## config.mk

```make
export PLATFORM = sky130hd
export DESIGN_NAME = pca_cell
export DESIGN_NICKNAME = d
export VERILOG_FILES = /design/src/design/pca_pkg.sv /design/src/design/pca_cell.sv
export SDC_FILE = /design/constraint.sdc
export NUM_CORES = 1
export LEC_CHECK = 0
export ABC_CLOCK_PERIOD_IN_PS = 3600
export BUFFER_PORTS_ARGS = -buffer_cell sky130_fd_sc_hd__buf_2
export CAP_MARGIN = 0
export CORE_UTILIZATION = 49
export DETAILED_ROUTE_END_ITERATION = 10
export PLACE_DENSITY_LB_ADDON = 0.05
export SLEW_MARGIN = 5
export SYNTH_ARGS = -nofsm -noshare
export SYNTH_HDL_FRONTEND = slang
export SYNTH_SLANG_ARGS = --single-unit
```

## constraint.sdc

```tcl
create_clock -name i_clk -period 3.6 [get_ports i_clk]
set_input_delay 0 -clock i_clk [delete_from_list [all_inputs] [get_ports i_clk]]
set_output_delay 0 -clock i_clk [all_outputs]
set_load 0.02 [all_outputs]
```

## src/design/pca_pkg.sv

```systemverilog
package pca_pkg;

    localparam int unsigned PALETTE_SIZE_DEF = 256;
    localparam int unsigned CHAN_W           = 8;
    localparam int unsigned RGB_W            = 3 * CHAN_W;
    localparam int unsigned COMP_W           = 16;
    localparam int unsigned RESULT_W         = 32;
    localparam logic [CHAN_W-1:0] ALPHA_OPAQUE = 8'hFF;

    typedef struct packed {
        logic             vld;
        logic             hit;
        logic             ins;
        logic [RGB_W-1:0] rgb;
    } t_token;

    function automatic logic [CHAN_W-1:0] sat_channel(input logic signed [COMP_W-1:0] x);
        logic [CHAN_W-1:0] res;
        if (x[COMP_W-1]) begin
            res = '0;
        end else if (|x[COMP_W-2:CHAN_W]) begin
            res = '1;
        end else begin
            res = x[CHAN_W-1:0];
        end
        return res;
    endfunction

endpackage

```

## src/design/pca_cell.sv

```systemverilog
module pca_cell #(
    parameter int unsigned IDX   = 0,
    parameter int unsigned IDX_W = 8,
    parameter int unsigned CNT_W = 9
) (
    input  logic                 i_clk,
    input  logic                 i_rst_n,
    input  pca_pkg::t_token      i_tok,
    input  logic [IDX_W-1:0]     i_idx,
    input  logic [CNT_W-1:0]     i_count,
    output pca_pkg::t_token      o_tok,
    output logic [IDX_W-1:0]     o_idx
);

    localparam logic [CNT_W-1:0] MY_CNT = CNT_W'(IDX);
    localparam logic [IDX_W-1:0] MY_IDX = IDX_W'(IDX);

    logic [pca_pkg::RGB_W-1:0] r_entry;
    pca_pkg::t_token           r_tok;
    pca_pkg::t_token           n_tok;
    logic [IDX_W-1:0]          r_idx;
    logic [IDX_W-1:0]          n_idx;
    logic                      open;
    logic                      hit_here;
    logic                      ins_here;

    always_comb begin
        open     = i_tok.vld && !i_tok.hit && !i_tok.ins;
        hit_here = open && (MY_CNT < i_count) && (r_entry == i_tok.rgb);
        ins_here = open && (MY_CNT == i_count);
        n_tok     = i_tok;
        n_tok.hit = i_tok.hit | hit_here;
        n_tok.ins = i_tok.ins | ins_here;
        n_idx     = (hit_here || ins_here) ? MY_IDX : i_idx;
    end

    always_ff @(posedge i_clk) begin
        if (!i_rst_n) begin
            r_tok.vld <= 1'b0;
        end else begin
            r_tok.vld <= n_tok.vld;
        end
        r_tok.hit <= n_tok.hit;
        r_tok.ins <= n_tok.ins;
        r_tok.rgb <= n_tok.rgb;
        r_idx     <= n_idx;
        if (ins_here) begin
            r_entry <= i_tok.rgb;
        end
    end

    assign o_tok = r_tok;
    assign o_idx = r_idx;

endmodule
```

==> results.md, run 1 <==
- Setup tns final: 0 ns
- Critical path, cell by cell: buf_2 > or4_4 > nor4_4 > nand3_2 > inv_1
- Crit Path Category: in -> reg
- Synth warn: 0
- Drt drc: 0
- Critical path endpoint category: flop
- Antenna viol nets, final: 0
- Yosys cell types: 17
- Syn Area/Cell: 16.5 um^2
- Via count: 1305
- First-pass DRT Iterations: 4
- PwrDens: 506 nW/um^2
- Worst rel slew slack: 0.375
- Critical path's slowest cell: inv_1
- Fin area: 2840 um^2
- Avg WL per Cell: 13.7 um
- Pleak: 1.20 nW
- DP Worst Slack: 1.36 ns
- Flops & latches, synth: 59
- Vias/cell: 4.53
- Die X: 63.0 um
- Total setup buffers inserted after CTS: 0
- Synth Cell Area: 1820 um^2
- First-pass GRT wire length: 6.22 mm
- Worst-path maximum fanout: 24
- Initial antenna violation count: 0
- Total grt overflow: 0
- Num ports: 81
- Port Buf Inserts: 80
- WP data required: 3.55 ns
- Diode count: 0
- CP max stage delay: 0.73 ns
- FMAX: 534 MHz
- Cell Rows: 21
- Outcome: finished, final reports clean
- Nets: 283
- TritonCTS clock tree: built
- Filler Cells Inserted: 202
- Initial core utilization: 0.529
- # resized after CTS: 0
- DP HPWL: 2.28 mm
- PnR worst setup slack: 1.73 ns
- Slew @ Worst Pin: 0.937 ns
- Worst-path clk slew: 0.06 ns
- Core ar.: 3440 um^2
- Clock latency on the worst-skew pair: 0.32 ns
- Largest net degree at the start of global routing: 25
- Clk sinks: 59
- Longest Clk Path Bufs: 2
- Hold WC Path Type: in -> reg
- Tmin final: 1.87 ns
- Pins over their slew limit: 0
- Syn Inst Count: 110
- Max VDD drop: 0.364 mV
- Setup Skew: 0.00507 ns
- RSZ-0062 raised after global routing: no
- CP Data Arrival Time: 1.82 ns
- Num CTS Buffers: 9
- Sequential share of the synthesized area: 0.781
- Cts hold-fix bufs: 36
- Die Y: 63.0 um
- Vias in the first global route: 1354
- Type of origin of the critical path: input pin
- Root Driver: clkbuf_8
- # Max-Cap Violations: 0
- Final setup viols: 0
- Dpl cell area: 2280 um^2
- 1st-iter DRT viols: 81
- Area delta synth->final: 55.7%
- Fin. Hold Viols: 0
- Share of cells above drive strength 1: 0.401
- GPL Wtd Cong: 0.638
- Post-route clock period utilization: 0.520
- GRT Util Overall: 0.219
- H-tree depth: 3
- Drt total wl: 3.93 mm
- Die ar.: 3960 um^2
- Synthesized Nets: 156
- WHS: 0.0474 ns
## cells in the final DEF (no fill, tap or decap), types with 2 or more instances in the layout
cell type / count
nand4_1: 5
buf_2: 80
clkbuf_1: 2
edfxtp_1: 24
clkbuf_8: 11
nand2b_1: 2
and3_1: 8
xnor2_1: 21
dfxtp_1: 35
clkinv_1: 2
nor3_1: 2
xor2_1: 3
nand3_2: 2
dlygate4sd3_1: 36
## per-stage QoR
stage                     cells  total power, W  utilization
after floorplan             110        0.000781            -
after global placement      236        0.000834        0.662
after detailed placement    236        0.000836        0.662
after CTS                   288         0.00145        0.824
after global routing        288         0.00149        0.824
final                       288         0.00143        0.824
## cell type report
type	instances	area (um^2)	share of cell area
flip-flops and latches	59	1420	0.501
clock buffers	13	159	0.0560
repair buffers	116	761	0.268
clock inverters	3	37.5	0.0132
inverters	1	3.75	0.00132
well taps	46	57.6	0.0203
multi-input cells	50	395	0.139
## final timing paths
path | startpoint | endpoint | slack (ns) | cells after the start
setup / recovery | i_count[2] | r_entry[19]$_DFFE_PP_ | 1.73 | 5
hold / removal | i_tok[26] | o_tok[24]$_DFF_P_ | 0.05 | 3
setup reg to reg | r_entry[7]$_DFFE_PP_ | o_idx[0]$_SDFF_PP0_ | 2.08 | 5
hold reg to reg | r_entry[4]$_DFFE_PP_ | o_tok[25]$_DFF_P_ | 0.78 | 5
## synthesized netlist by cell type
| cell type | n | area, um^2 |
|---|---|---|
| nor4_4 | 1 | 21.3 |
| edfxtp_1 | 24 | 721 |
| nor4_1 | 1 | 6.26 |
| xor2_1 | 3 | 26.3 |
| or3_2 | 1 | 7.51 |
| nand3_1 | 1 | 5.00 |
| nor3_1 | 2 | 10.0 |
| inv_1 | 1 | 3.75 |
| or4_4 | 1 | 11.3 |
| nand3_2 | 2 | 20.0 |
| nor2_1 | 1 | 3.75 |
| xnor2_1 | 21 | 184 |
| dfxtp_1 | 35 | 701 |
| nand2b_1 | 2 | 12.5 |
| and3_1 | 8 | 50.1 |
| and2_1 | 1 | 6.26 |
| nand4_1 | 5 | 31.3 |
## power by group
part,leakage [nW],switching (W),total (W),internal (W)
logic,0.591,0.0000642,0.000134,0.0000696
registers,0.511,0.00000503,0.000721,0.000716
clock network,0.0987,0.000227,0.000580,0.000353
## cell families after synthesis
logic type / after synthesis / synth area share
xor+xnor: 24 / 0.115
buf+inv: 1 / 0.00206
flops: 59 / 0.781
simple gates: 26 / 0.102
## sequential cells by signal (all words and copies together) (netlist names)
register / flops
o_tok: 27
r_entry: 24
o_idx: 8
## worst max-delay path, delay by kind of cell
kind,cells,cell delay [ns]
buf+inv,2,0.83
simple gates,3,0.99
## routing by layer
layer	track usage	share of wire
met2	0.379	0.54
met5	0	0
met4	0.105	0.012
met3	0.0748	0.060
met1	0.238	0.39
(Power assumes the default switching activity.)
==> run 2, diff against run 1 <==
--- a/config.mk
+++ b/config.mk
@@ -5,10 +5,10 @@
 export SDC_FILE = /design/constraint.sdc
 export NUM_CORES = 1
 export LEC_CHECK = 0
-export ABC_CLOCK_PERIOD_IN_PS = 3600
+export ABC_CLOCK_PERIOD_IN_PS = 1700
 export BUFFER_PORTS_ARGS = -buffer_cell sky130_fd_sc_hd__buf_2
 export CAP_MARGIN = 0
-export CORE_UTILIZATION = 49
+export CORE_UTILIZATION = 41
 export DETAILED_ROUTE_END_ITERATION = 10
 export PLACE_DENSITY_LB_ADDON = 0.05
 export SLEW_MARGIN = 5
==> constraint.sdc (replaced) <==
create_clock -name i_clk -period 1.7 [get_ports i_clk]
set_input_delay 0 -clock i_clk [delete_from_list [all_inputs] [get_ports i_clk]]
set_output_delay 0 -clock i_clk [all_outputs]
set_load 0.02 [all_outputs]
==> run 2 against run 1 <==
  * Final area up 1.7%
  * Count of clock-buffer cells in the layout is 2 higher
  * Register-to-register slack lost 1.9 ns
  * Clock power up 110%
  * Non-clock buffer count is 2 higher
  * Total power rose by 110%
  * Clock skew up 0.0015 ns
  * Worst setup slack worse by 1.6 ns
  * Critical path type is now reg -> reg
==> results.md, run 2 (synthesis results as in run 1) <==
- Vias/cell: 4.38
- Worst rel slew slack: 0.801
- Reg-to-Reg End: o_idx[2]$_SDFF_PP0_
- Commonest non-fill, non-tap cell in the layout: buf_2
- Setup Skew: 0.00656 ns
- Nets: 285
- R2R depth: 5
- RSZ-0062 raised after global routing: no
- PwrDens: 1050 nW/um^2
- Antenna viol nets, final: 0
- Worst-path clk slew: 0.06 ns
- Hold EP: o_tok[24]$_DFF_P_
- GPL Wtd Cong: 0.677
- Outcome: finished, final reports clean
- H-tree depth: 3
- Diode count: 0
- Post-route clock period utilization: 0.907
- Hold depth: 4
- Pleak: 1.21 nW
- R2R Setup Slk: 0.16 ns
- FMAX: 649 MHz
- Total grt overflow: 0
- First-pass DRT Iterations: 4
- Area delta synth->final: 58.4%
- Dpl cell area: 2310 um^2
- Core ar.: 4140 um^2
- Num ports: 81
- 1st-iter DRT viols: 28
- Die X: 68.6 um
- Final setup viols: 0
- Via count: 1288
- Pins over their slew limit: 0
- Drt total wl: 3.87 mm
- Crit Path Category: reg -> reg
- Initial core utilization: 0.439
- Max reg flops: 27
- GRT Util Overall: 0.182
- Vias in the first global route: 1236
- WP data required: 1.91 ns
- Critical path endpoint category: flop
- Drt drc: 0
- Filler Cells Inserted: 318
- Die Y: 68.6 um
- Cell Rows: 23
- Most frequent cells in the layout: buf_2 (80), dlygate4sd3_1 (36), dfxtp_1 (35)
- Placed cell count: 242
- First-pass GRT wire length: 5.67 mm
- Share of cells above drive strength 1: 0.426
- Tmin final: 1.54 ns
- Type of origin of the critical path: flop
- Hold WC Path Type: in -> reg
- WHS: 0.176 ns
- Non-Filler Instances: 294
- Root Driver: clkbuf_8
- DP HPWL: 2.40 mm
- Layout Utilization: 0.696
- Slew @ Worst Pin: 0.296 ns
- Longest Clk Path Bufs: 2
- Largest net degree at the start of global routing: 25
- Fin area: 2880 um^2
- Port Buf Inserts: 80
- Fin. Hold Viols: 0
- CP Data Arrival Time: 1.75 ns
- Max VDD drop: 0.714 mV
- R2R Path Start: r_entry[7]$_DFFE_PP_
- Avg WL per Cell: 13.2 um
- # Max-Cap Violations: 0
- Setup tns final: 0 ns
- Worst-path maximum fanout: 9
- Initial antenna violation count: 0
- Num CTS Buffers: 9
- Clk sinks: 59
- Die ar.: 4710 um^2
- Clock latency on the worst-skew pair: 0.32 ns
- TritonCTS clock tree: built
- Hold Crit Start: i_tok[26]
## run 2: area by class of cell
class                      instances  area (um^2)  area share
clock buffer                      15          196      0.0681
clock inverter                     1         5.00     0.00174
inverter                           1         7.51     0.00260
multi-input combinational         50          402       0.139
sequential                        59         1420       0.493
tap                               50         62.6      0.0217
timing repair buffer             118          788       0.273
## run 2: timing repair
action / 4_1_cts / 5_1_grt
setup buffers: 0 / 0
hold buffers: 36 / 0
resized for setup: 0 / 1
endpoints found under the hold margin: 59 / 0
endpoints found under the setup margin: 0 / 8
## run 2: power breakdown
group / internal [W] / total, W / switching, W
clock network: 0.000727 / 0.00121 / 0.000483
registers: 0.00152 / 0.00153 / 0.00000972
logic: 0.000147 / 0.000282 / 0.000135
## run 2: how the worst max path moves through the flow
stage	start	end	slack, ns	depth (start not counted)
2_1_floorplan	i_count[2]	r_entry[0]$_DFFE_PP_	0.08	4
3_5_place_dp	r_entry[7]$_DFFE_PP_	o_idx[6]$_SDFF_PP0_	0.04	5
4_1_cts	r_entry[7]$_DFFE_PP_	o_idx[6]$_SDFF_PP0_	0.03	5
5_1_grt	r_entry[21]$_DFFE_PP_	o_idx[7]$_SDFF_PP0_	0.004	5
6_report	r_entry[7]$_DFFE_PP_	o_idx[2]$_SDFF_PP0_	0.16	5
3_3_place_gp	i_count[2]	r_entry[14]$_DFFE_PP_	0.09	6
## run 2: per-layer routing
| layer | GRT usage | vias to the layer above | wire [um] |
|---|---|---|---|
| met2 | 0.303 | 47 | 2040 |
| met5 | 0 | - | 0 |
| met4 | 0.122 | 0 | 42 |
| met3 | 0.0609 | 4 | 221 |
| li1 | - | 647 | - |
| met1 | 0.195 | 590 | 1570 |
## run 2: worst max-delay path, cell delays in order (launching register included)
cell and delay (ns):
edfxtp_1 0.39, xnor2_1 0.16, nand3_1 0.11, nor4_2 0.33, nand3_2 0.20, and3_1 0.24
## run 2: through the flow
step	power [W]	worst slack, ns
finish	0.00302	0.159
global route	0.00315	0.00419
CTS	0.00305	0.0265
detailed placement	0.00177	0.0368
global placement	0.00177	0.0935
floorplan	0.00165	0.0802
